$ cat config.mk
export PLATFORM = sky130hd
export DESIGN_NAME = spi_master_register_block
export DESIGN_NICKNAME = d
export VERILOG_FILES = /design/src/rtl/spim_pkg.sv /design/src/rtl/spim_fifo.sv /design/src/rtl/spim_regs.sv /design/src/rtl/spi_master_register_block.sv
export SDC_FILE = /design/constraint.sdc
export NUM_CORES = 1
export LEC_CHECK = 0
export BUFFER_PORTS_ARGS = -buffer_cell sky130_fd_sc_hd__buf_2
export CAP_MARGIN = 20
export CORE_MARGIN = 2
export CORE_UTILIZATION = 27
export CTS_CLUSTER_DIAMETER = 60
export DETAILED_ROUTE_END_ITERATION = 10
export PLACE_DENSITY = 0.5
export REMOVE_ABC_BUFFERS = 1
export SLEW_MARGIN = 10
export SYNTH_ARGS = -nofsm -noshare
export SYNTH_HDL_FRONTEND = slang
export SYNTH_SLANG_ARGS = --single-unit
$ cat constraint.sdc
create_clock -name clk -period 4.7 [get_ports clk]
set_input_delay 0.705 -clock clk [delete_from_list [all_inputs] [get_ports clk]]
set_output_delay 0.705 -clock clk [all_outputs]
set_load 0.1 [all_outputs]
$ cat src/rtl/spim_pkg.sv
`default_nettype none

package spim_pkg;

	localparam int RX_DEPTH     = 8;
	localparam int SELECT_LINES = 4;
	localparam int RX_AW        = (RX_DEPTH > 1) ? $clog2(RX_DEPTH) : 1;
	localparam int RX_CW        = $clog2(RX_DEPTH + 1);

	localparam logic OP_READ  = 1'b0;
	localparam logic OP_WRITE = 1'b1;

	localparam logic [5:0] REG_CR1    = 6'd0;
	localparam logic [5:0] REG_CR2    = 6'd1;
	localparam logic [5:0] REG_SR     = 6'd2;
	localparam logic [5:0] REG_DR     = 6'd3;
	localparam logic [5:0] REG_CSCTRL = 6'd4;

	localparam logic [7:0] CR1_MASK = 8'h44;
	localparam logic [7:0] CR2_MASK = 8'hF0;
	localparam logic [3:0] SR_W1C   = 4'hC;
	localparam logic [3:0] SR_RESET = 4'h2;

	localparam int SR_RXNE = 0;
	localparam int SR_TXE  = 1;
	localparam int SR_UDR  = 2;
	localparam int SR_OVR  = 3;

	localparam int EN_TXE  = 7;
	localparam int EN_RXNE = 6;
	localparam int EN_ERR  = 5;

	localparam logic [1:0] IRQ_NONE = 2'd0;
	localparam logic [1:0] IRQ_TXE  = 2'd1;
	localparam logic [1:0] IRQ_RXNE = 2'd2;
	localparam logic [1:0] IRQ_ERR  = 2'd3;

	typedef struct packed {
		logic push;
		logic pop;
	} rx_ctrl_t;

	typedef struct packed {
		logic empty;
		logic full;
		logic last;
	} rx_stat_t;

	typedef struct packed {
		logic [7:0] read_data;
		logic       send_valid;
		logic [7:0] send_byte;
		logic [1:0] irq_level;
		logic [3:0] cs_n;
	} result_t;

	function automatic logic [RX_AW-1:0] rx_next(input logic [RX_AW-1:0] p);
		return (p == RX_AW'(RX_DEPTH - 1)) ? '0 : p + 1'b1;
	endfunction

endpackage

`default_nettype wire

$ cat src/rtl/spim_fifo.sv
`default_nettype none

module spim_fifo (
	input  wire logic              clk,
	input  wire logic              arst_n,
	input  wire spim_pkg::rx_ctrl_t ctrl,
	input  wire logic [7:0]        push_data,
	output logic [7:0]             head_data,
	output spim_pkg::rx_stat_t     stat
);
	import spim_pkg::*;

	logic [7:0]       store_q [RX_DEPTH];
	logic [RX_AW-1:0] head_q;
	logic [RX_AW-1:0] tail_q;
	logic [RX_CW-1:0] count_q;

	always_ff @(posedge clk) begin
		if (ctrl.push) begin
			store_q[tail_q] <= push_data;
		end
	end

	always_ff @(posedge clk or negedge arst_n) begin
		if (!arst_n) begin
			head_q  <= '0;
			tail_q  <= '0;
			count_q <= '0;
		end else begin
			if (ctrl.push) begin
				tail_q  <= rx_next(tail_q);
				count_q <= count_q + RX_CW'(1);
			end else if (ctrl.pop) begin
				head_q  <= rx_next(head_q);
				count_q <= count_q - RX_CW'(1);
			end
		end
	end

	assign head_data  = store_q[head_q];
	assign stat.empty = (count_q == '0);
	assign stat.full  = (count_q == RX_CW'(RX_DEPTH));
	assign stat.last  = (count_q == RX_CW'(1));

endmodule

`default_nettype wire

$ cat src/rtl/spim_regs.sv
`default_nettype none

module spim_regs (
	input  wire logic               clk,
	input  wire logic               arst_n,
	input  wire logic               go,
	input  wire logic               opcode,
	input  wire logic [5:0]         word_index,
	input  wire logic [7:0]         write_data,
	input  wire spim_pkg::rx_stat_t rx_stat,
	input  wire logic [7:0]         rx_head,
	output spim_pkg::rx_ctrl_t      rx_ctrl,
	output spim_pkg::result_t       res
);
	import spim_pkg::*;

	logic [7:0] cr1_q, cr2_q, cs_q;
	logic [3:0] sr_q;
	logic [7:0] cr1_d, cr2_d, cs_d;
	logic [3:0] sr_d;

	always_comb begin
		cr1_d          = cr1_q;
		cr2_d          = cr2_q;
		cs_d           = cs_q;
		sr_d           = sr_q;
		rx_ctrl        = '0;
		res.read_data  = '0;
		res.send_valid = 1'b0;
		res.send_byte  = '0;
		if (go) begin
			if (opcode == OP_READ) begin
				unique case (word_index)
					REG_CR1:    res.read_data = cr1_q;
					REG_CR2:    res.read_data = cr2_q;
					REG_SR:     res.read_data = {4'b0, sr_q};
					REG_CSCTRL: res.read_data = cs_q;
					REG_DR: begin
						if (!rx_stat.empty) begin
							res.read_data = rx_head;
							rx_ctrl.pop   = 1'b1;
						end else begin
							sr_d[SR_UDR] = 1'b1;
						end
						if (rx_stat.empty || rx_stat.last) begin
							sr_d[SR_RXNE] = 1'b0;
						end
					end
					default: ;
				endcase
			end else begin
				unique case (word_index)
					REG_CR1:    cr1_d = write_data & CR1_MASK;
					REG_CR2:    cr2_d = write_data & CR2_MASK;
					REG_SR:     sr_d  = sr_q & ~(write_data[3:0] & SR_W1C);
					REG_CSCTRL: cs_d  = write_data;
					REG_DR: begin
						res.send_valid = 1'b1;
						res.send_byte  = write_data;
						rx_ctrl.push   = !rx_stat.full;
						sr_d[SR_TXE]   = 1'b1;
						sr_d[SR_RXNE]  = 1'b1;
					end
					default: ;
				endcase
			end
		end

		res.irq_level = IRQ_NONE;
		if (sr_d[SR_TXE] && cr2_d[EN_TXE]) begin
			res.irq_level = IRQ_TXE;
		end
		if (sr_d[SR_RXNE] && cr2_d[EN_RXNE]) begin
			res.irq_level = IRQ_RXNE;
		end
		if ((sr_d[SR_UDR] || sr_d[SR_OVR]) && cr2_d[EN_ERR]) begin
			res.irq_level = IRQ_ERR;
		end

		res.cs_n = 4'hF;
		for (int i = 0; i < SELECT_LINES; i++) begin
			res.cs_n[i] = !(cs_d[i] && cs_d[i+4]);
		end
	end

	always_ff @(posedge clk or negedge arst_n) begin
		if (!arst_n) begin
			cr1_q <= '0;
			cr2_q <= '0;
			cs_q  <= '0;
			sr_q  <= SR_RESET;
		end else begin
			cr1_q <= cr1_d;
			cr2_q <= cr2_d;
			cs_q  <= cs_d;
			sr_q  <= sr_d;
		end
	end

endmodule

`default_nettype wire

$ cat src/rtl/spi_master_register_block.sv
`default_nettype none

// SPI master register block: one register access per item, one result item per
// access, one item per clock when the result side does not stall. An item is held
// in an input register, then decoded against the register file and the 8-entry RX
// FIFO in one combinational pass and captured in the result register, which also
// updates the state; the next item is taken in the same cycle. A DR write sends
// write_data and pushes slave_reply_byte (dropped when the FIFO is full); a DR read
// pops the FIFO or, when empty, returns 0 and sets the underflow flag. irq_level
// and chip_select_n show the state after the access.
module spi_master_register_block (
	input  wire logic       clk,
	input  wire logic       arst_n,
	input  wire logic       in_valid,
	output logic            in_stall,
	input  wire logic       opcode,
	input  wire logic [5:0] word_index,
	input  wire logic [7:0] write_data,
	input  wire logic [7:0] slave_reply_byte,
	output logic            out_valid,
	input  wire logic       out_stall,
	output logic [7:0]      read_data,
	output logic            spi_send_valid,
	output logic [7:0]      spi_send_byte,
	output logic [1:0]      irq_level,
	output logic [3:0]      chip_select_n
);
	import spim_pkg::*;

	logic       valid_s1;
	logic       opcode_s1;
	logic [5:0] word_index_s1;
	logic [7:0] write_data_s1;
	logic [7:0] reply_s1;
	logic       out_valid_q;
	result_t    res_q;
	result_t    res;
	rx_ctrl_t   rx_ctrl;
	rx_stat_t   rx_stat;
	logic [7:0] rx_head;
	logic       advance;
	logic       go;

	assign advance  = !out_valid_q || !out_stall;
	assign in_stall = valid_s1 && !advance;
	assign go       = valid_s1 && advance;

	always_ff @(posedge clk or negedge arst_n) begin
		if (!arst_n) begin
			valid_s1 <= 1'b0;
		end else if (!in_stall) begin
			valid_s1 <= in_valid;
		end
	end

	always_ff @(posedge clk) begin
		if (in_valid && !in_stall) begin
			opcode_s1     <= opcode;
			word_index_s1 <= word_index;
			write_data_s1 <= write_data;
			reply_s1      <= slave_reply_byte;
		end
	end

	spim_fifo u_fifo (
		.clk       (clk),
		.arst_n    (arst_n),
		.ctrl      (rx_ctrl),
		.push_data (reply_s1),
		.head_data (rx_head),
		.stat      (rx_stat)
	);

	spim_regs u_regs (
		.clk        (clk),
		.arst_n     (arst_n),
		.go         (go),
		.opcode     (opcode_s1),
		.word_index (word_index_s1),
		.write_data (write_data_s1),
		.rx_stat    (rx_stat),
		.rx_head    (rx_head),
		.rx_ctrl    (rx_ctrl),
		.res        (res)
	);

	always_ff @(posedge clk or negedge arst_n) begin
		if (!arst_n) begin
			out_valid_q <= 1'b0;
		end else if (advance) begin
			out_valid_q <= valid_s1;
		end
	end

	always_ff @(posedge clk) begin
		if (go) begin
			res_q <= res;
		end
	end

	assign out_valid      = out_valid_q;
	assign read_data      = res_q.read_data;
	assign spi_send_valid = res_q.send_valid;
	assign spi_send_byte  = res_q.send_byte;
	assign irq_level      = res_q.irq_level;
	assign chip_select_n  = res_q.cs_n;

endmodule

`default_nettype wire

==> results of run 1 <==
-- registers in the layout, summed over array words and instances (netlist names) --
name            count
u_fifo.count_q      4
u_fifo.tail_q       3
u_fifo.head_q       3
u_regs.sr_q         4
spi_send_byte       8
out_valid           1
word_index_s1       6
u_regs.cr2_q        4
u_regs.cr1_q        2
write_data_s1       8
valid_s1            1
opcode_s1           1
u_fifo.store_q     64
irq_level           2
u_regs.cs_q         8
spi_send_valid      1
reply_s1            8
chip_select_n       4
read_data           8
-- cell families (layout without fill, tap and decap cells) --
logic type,count (synthesis),in the layout,share of synthesized area
AO/OA/AOI/OAI,28,28,0.0402
XOR/XNOR,3,3,0.00477
adder cells (fa/ha/maj),7,7,0.0159
buffers and inverters,16,98,0.0157
flip-flops,140,140,0.736
multiplexers,38,38,0.110
AND/OR/NAND/NOR,77,77,0.0776
-- how the worst min path moves through the flow --
stage | slack, ns | to | start
2_1_floorplan | 0.41 | out_valid | arst_n
3_3_place_gp | 0.45 | out_valid | valid_s1
3_5_place_dp | 0.46 | out_valid | valid_s1
4_1_cts | 0.35 | u_regs.cs_q[7] | arst_n
5_1_grt | 0.39 | u_regs.cs_q[0] | arst_n
6_report | 0.33 | u_regs.cr2_q[4] | arst_n
-- stage by stage --
stage	power, mW	instances	area, um2	setup WS (ns)
detailed placement	1.72	628	6110	1.51
finish	2.95	661	6690	1.94
CTS	2.97	660	6660	1.92
floorplan	1.64	298	5450	0.911
global placement	1.71	628	6110	1.60
global route	3.05	661	6690	1.70
-- cell usage in the layout, fill, tap and decap left out, drive strengths merged, types with 4 or more instances in the layout --
| master | synthesis | routed |
|---|---|---|
| a21o | 4 | 4 |
| a21oi | 4 | 4 |
| a222oi | 7 | 7 |
| and2 | 13 | 13 |
| buf | 7 | 61 |
| clkbuf | 4 | 22 |
| clkinv | 0 | 7 |
| dfrtp | 29 | 29 |
| edfxtp | 110 | 110 |
| ha | 7 | 7 |
| inv | 5 | 5 |
| mux2 | 22 | 22 |
| mux4 | 16 | 16 |
| nand2 | 23 | 23 |
| nor2 | 9 | 9 |
| nor3 | 6 | 6 |
-- critical path: stages, from the launching register on --
cell	delay (ns)
edfxtp_1	0.42
nor4_4	0.44
nand4_1	0.31
a21oi_1	0.44
nand2_1	0.17
nor2_1	0.59
-- per-layer routing --
layer  wire length, um  global-route usage  vias to the layer above
met3               465              0.0301                       19
met5                 0                   0                        -
met2              5270               0.167                       69
met1              4920               0.136                     1484
li1                  -                   -                     1354
met4               215              0.0490                        0
-- power breakdown --
part,total [mW],switching (mW),internal (mW),leakage (nW)
sequential,1.45,0.0501,1.40,1.40
combinational,0.252,0.166,0.0853,0.812
clock,1.25,0.465,0.784,0.270
total,2.95,0.681,2.27,2.48
-- Yosys cell counts (3+ instances only) --
master / n
mux2_2: 22
mux4_2: 16
a21o_1: 4
nand2b_1: 3
nand2_1: 23
buf_2: 3
and2_2: 3
edfxtp_1: 110
dfrtp_1: 29
a21oi_1: 4
ha_1: 7
a222oi_1: 7
a31oi_1: 3
nor2_1: 9
inv_1: 5
clkbuf_1: 4
nand3_1: 3
nor3_1: 6
and2_1: 10
-- layout make-up --
cell class	count	area, um2
well taps	270	338
multi-input cells	153	1370
flip-flops and latches	140	4060
repair buffers	61	350
fillers	1936	13400
clock inverters	10	98.8
clock buffers	22	454
inverters	5	18.8
==> flow_summary.toml, run 1 <==
[sta]
rsz0062_at_grt = "false"
min_period_over_period = 0.588
drv_slew = 0
setup_viol = 0
skew_ns = 0.00934
hold_viol = 0
tightest_slew_ns = 0.830
fmax_mhz = 362
setup-tns-final_ns = 0
finalCriticalPeriod_ns = 2.76
slew-limit-headroom = 0.447
holdWs_ns = 0.334

[power_and_ir_drop]
peakVddDrop_uv = 212
p_leak_nw = 2.48
power_density_nw_per_um2 = 441

[synthesis]
synth.top_cell.area_share = 0.599
synth-edff-count = 110
yosysTopAreaCell = "edfxtp_1"
synth_flop_cell = "edfxtp_1"
yosysUniqueCellTypes = 46
netlist_instances = 309
syn_area_um2 = 5510
synth.avg_cell_area_um2 = 17.8
yosysSeqAreaShare = 0.736
ys.warnings.count = 0
synth_seq_cells = 140
synth_area_leaders = "edfxtp_1 60%, dfrtp_1 13%, mux4_2 6.5%, mux2_2 4.5%, ha_1 1.6%"
synthArstFlopShare = 0.214

[status]
status = "finished clean"

[floorplanning]
ios = 52
die_area_um2 = 21600
die_w_um = 147
core-area_um2 = 20100
start_util = 0.274
chipHeight_um = 147
rows = 52

[placement]
port_buffers = 51
gp_congestion = 0.803
hpwl_mm = 7.40

[clocking]
cts_htree_levels = 4
cts_buffers = 17
ctsHoldBuffers = 0
clk_latency_ns = 0.42
clockBufferDepth = 2
clock-root-buffer = "clkbuf_16"
cts_resized = 0
tritoncts = "done"
cts_sinks = 140
postCtsSetupBuffers = 0
path_clk_slew_ns = 0.06

[routing]
drcViolationCount = 0
drt_iter0_drc = 306
num_vias = 2926
avgViaCountPerCell = 4.43
antenna_left = 0
wl_mm = 10.9
wire_per_inst_um = 16.4
first_pass_iters = 5

[worst_hold_path]
hp-class = "input port to async pin"

[job]
cap_violations = 0

[critical_path]
ff2ff_setup_slack_ns = 1.94
worstPathArrival_ns = 2.80
crit_end = "u_fifo.store_q[7][7]"
critPathKind = "flop to flop"
r2r_start = "word_index_s1[3]"
critPathCaptureType = "flop"
cp-startpoint = "word_index_s1[3]"
cp.required_ns = 4.74
r2r_cells = 5
r2r-end = "u_fifo.store_q[7][7]"
setup.worst_path.start_class = "flop"
cp_max_fo = 8

[grt]
grt_max_degree = 31
grtUsageTotal = 0.106
grt_pass1_vias = 3021
grt_pass1_wl_mm = 17.0
gr-total-overflow = 0
antenna_found_initial = 0

[layout]
syn2layout_area_growth_pct = 21.3
drive_gt1_frac = 0.343
antennaDiodeCount = 0
fin_util = 0.333
nets = 412
(Power assumes the default switching activity.)
==> run 2: changes to the inputs <==
--- a/config.mk
+++ b/config.mk
@@ -11,7 +11,7 @@
 export CORE_UTILIZATION = 27
 export CTS_CLUSTER_DIAMETER = 60
 export DETAILED_ROUTE_END_ITERATION = 10
-export PLACE_DENSITY = 0.5
+export PLACE_DENSITY = 0.51
 export REMOVE_ABC_BUFFERS = 1
 export SLEW_MARGIN = 10
 export SYNTH_ARGS = -nofsm -noshare
==> constraint.sdc (replaced) <==
create_clock -name clk -period 2.5 [get_ports clk]
set_input_delay 0.375 -clock clk [delete_from_list [all_inputs] [get_ports clk]]
set_output_delay 0.375 -clock clk [all_outputs]
set_load 0.1 [all_outputs]
==> flow_summary.toml, run 2 (synthesized netlist as in run 1, its figures left out) <==
[routing]
wl_mm = 11.6
drt_iter0_drc = 260
first_pass_iters = 6
avgViaCountPerCell = 4.40
num_vias = 2951
wire_per_inst_um = 17.3
antenna_left = 0
drcViolationCount = 0

[grt]
grt_pass1_vias = 3213
antenna_found_initial = 0
grt_max_degree = 31
grt_pass1_wl_mm = 18.3
gr-total-overflow = 0
grtUsageTotal = 0.114

[critical_path]
cp_max_fo = 7
critPathKind = "flop to flop"
cp.required_ns = 2.67
critPathCaptureType = "flop"
setup.worst_path.start_class = "flop"
worstPathArrival_ns = 2.44

[layout]
drive_gt1_frac = 0.369
final_cell_mix = "110 x edfxtp_1, 51 x buf_2, 29 x dfrtp_1"
syn2layout_area_growth_pct = 24.7
n_fill_cell = 1899
nets = 422
multi_input_comb_area_um2 = 1370
fin_util = 0.342
fin_area_um2 = 6880
largest_register = "u_fifo.store_q"
largest_reg_flops = 64
antennaDiodeCount = 0
final_common_cell = "edfxtp_1"
seqCellArea_um2 = 4060

[sta]
slew-limit-headroom = 0.494
rsz0062_at_grt = "false"
setup_viol = 0
min_period_over_period = 0.908
hold_viol = 0
fmax_mhz = 441
skew_ns = 0.0129
tightest_slew_ns = 0.758
drv_slew = 0
holdWs_ns = 0.0271
finalCriticalPeriod_ns = 2.27

[placement]
port_buffers = 51
hpwl_mm = 7.92
place_area_um2 = 6190
gp_congestion = 0.751

[floorplanning]
die_w_um = 147
ios = 52
core-area_um2 = 20100
start_util = 0.274
chipHeight_um = 147
rows = 52
die_area_um2 = 21600

[clocking]
ctsHoldBuffers = 0
cts_sinks = 140
cts_htree_levels = 4
cts_buffers = 17
clock-root-buffer = "clkbuf_16"
clk_latency_ns = 0.41
clockBufferDepth = 2
tritoncts = "done"
path_clk_slew_ns = 0.06

[job]
cap_violations = 0

[status]
status = "finished clean"

[power_and_ir_drop]
power_density_nw_per_um2 = 880
peakVddDrop_uv = 369
p_leak_nw = 2.58

[worst_hold_path]
hp-class = "input port to async pin"
-- run 2: final cells by class --
type / instances / share of cell area
Tap cell: 270 / 0.0491
Clock inverter: 11 / 0.0311
Inverter: 5 / 0.00273
Clock buffer: 21 / 0.0670
Sequential cell: 140 / 0.590
Multi-Input combinational cell: 153 / 0.199
Timing Repair Buffer: 71 / 0.0608
-- run 2: final timing paths --
check / slack, ns / cells past startpoint / start / end
max in group asynchronous: 1.98 / 1 / arst_n / u_fifo.head_q[0]
min: 0.03 / 1 / arst_n / u_regs.cs_q[6]
max: 0.23 / 5 / word_index_s1[4] / irq_level[0]
max reg2reg: 0.23 / 5 / word_index_s1[4] / irq_level[0]
min in group clk: 0.13 / 1 / write_data[1] / write_data_s1[1]
min reg2reg: 0.49 / 1 / valid_s1 / out_valid
-- run 2: power breakdown --
group | internal, mW | switching, mW
Clock | 1.92 | 0.933
Sequential | 2.62 | 0.0850
Combinational | 0.166 | 0.323
-- run 2: worst max-delay path: stages, from the launching register on --
cell	delay (ns)
edfxtp_1	0.43
nor4_4	0.43
and3b_1	0.39
a31oi_1	0.15
or3_1	0.41
a32o_1	0.23
-- run 2: per-stage QoR --
step	worst slack [ns]	cells	total power [mW]	TNS, ns
6_report	0.231	671	6.05	0
5_1_grt	0.0291	671	6.27	0
4_1_cts	0.200	670	6.13	0
3_5_place_dp	0.227	638	3.25	0
3_3_place_gp	0.241	638	3.24	0
2_1_floorplan	-1.29	298	3.09	-74.88
-- run 2: per-layer routing --
metal,up-vias,routed length (um),global-route usage
met5,-,0,0
met4,0,155,0.0452
met3,8,571,0.0348
met2,67,5630,0.180
met1,1504,5270,0.148
li1,1372,-,-
-- run 2: repair_timing --
action / in CTS / in global routing
resized for setup: 0 / 0
setup buffers: 0 / 1
endpoints found under the setup margin: 0 / 8
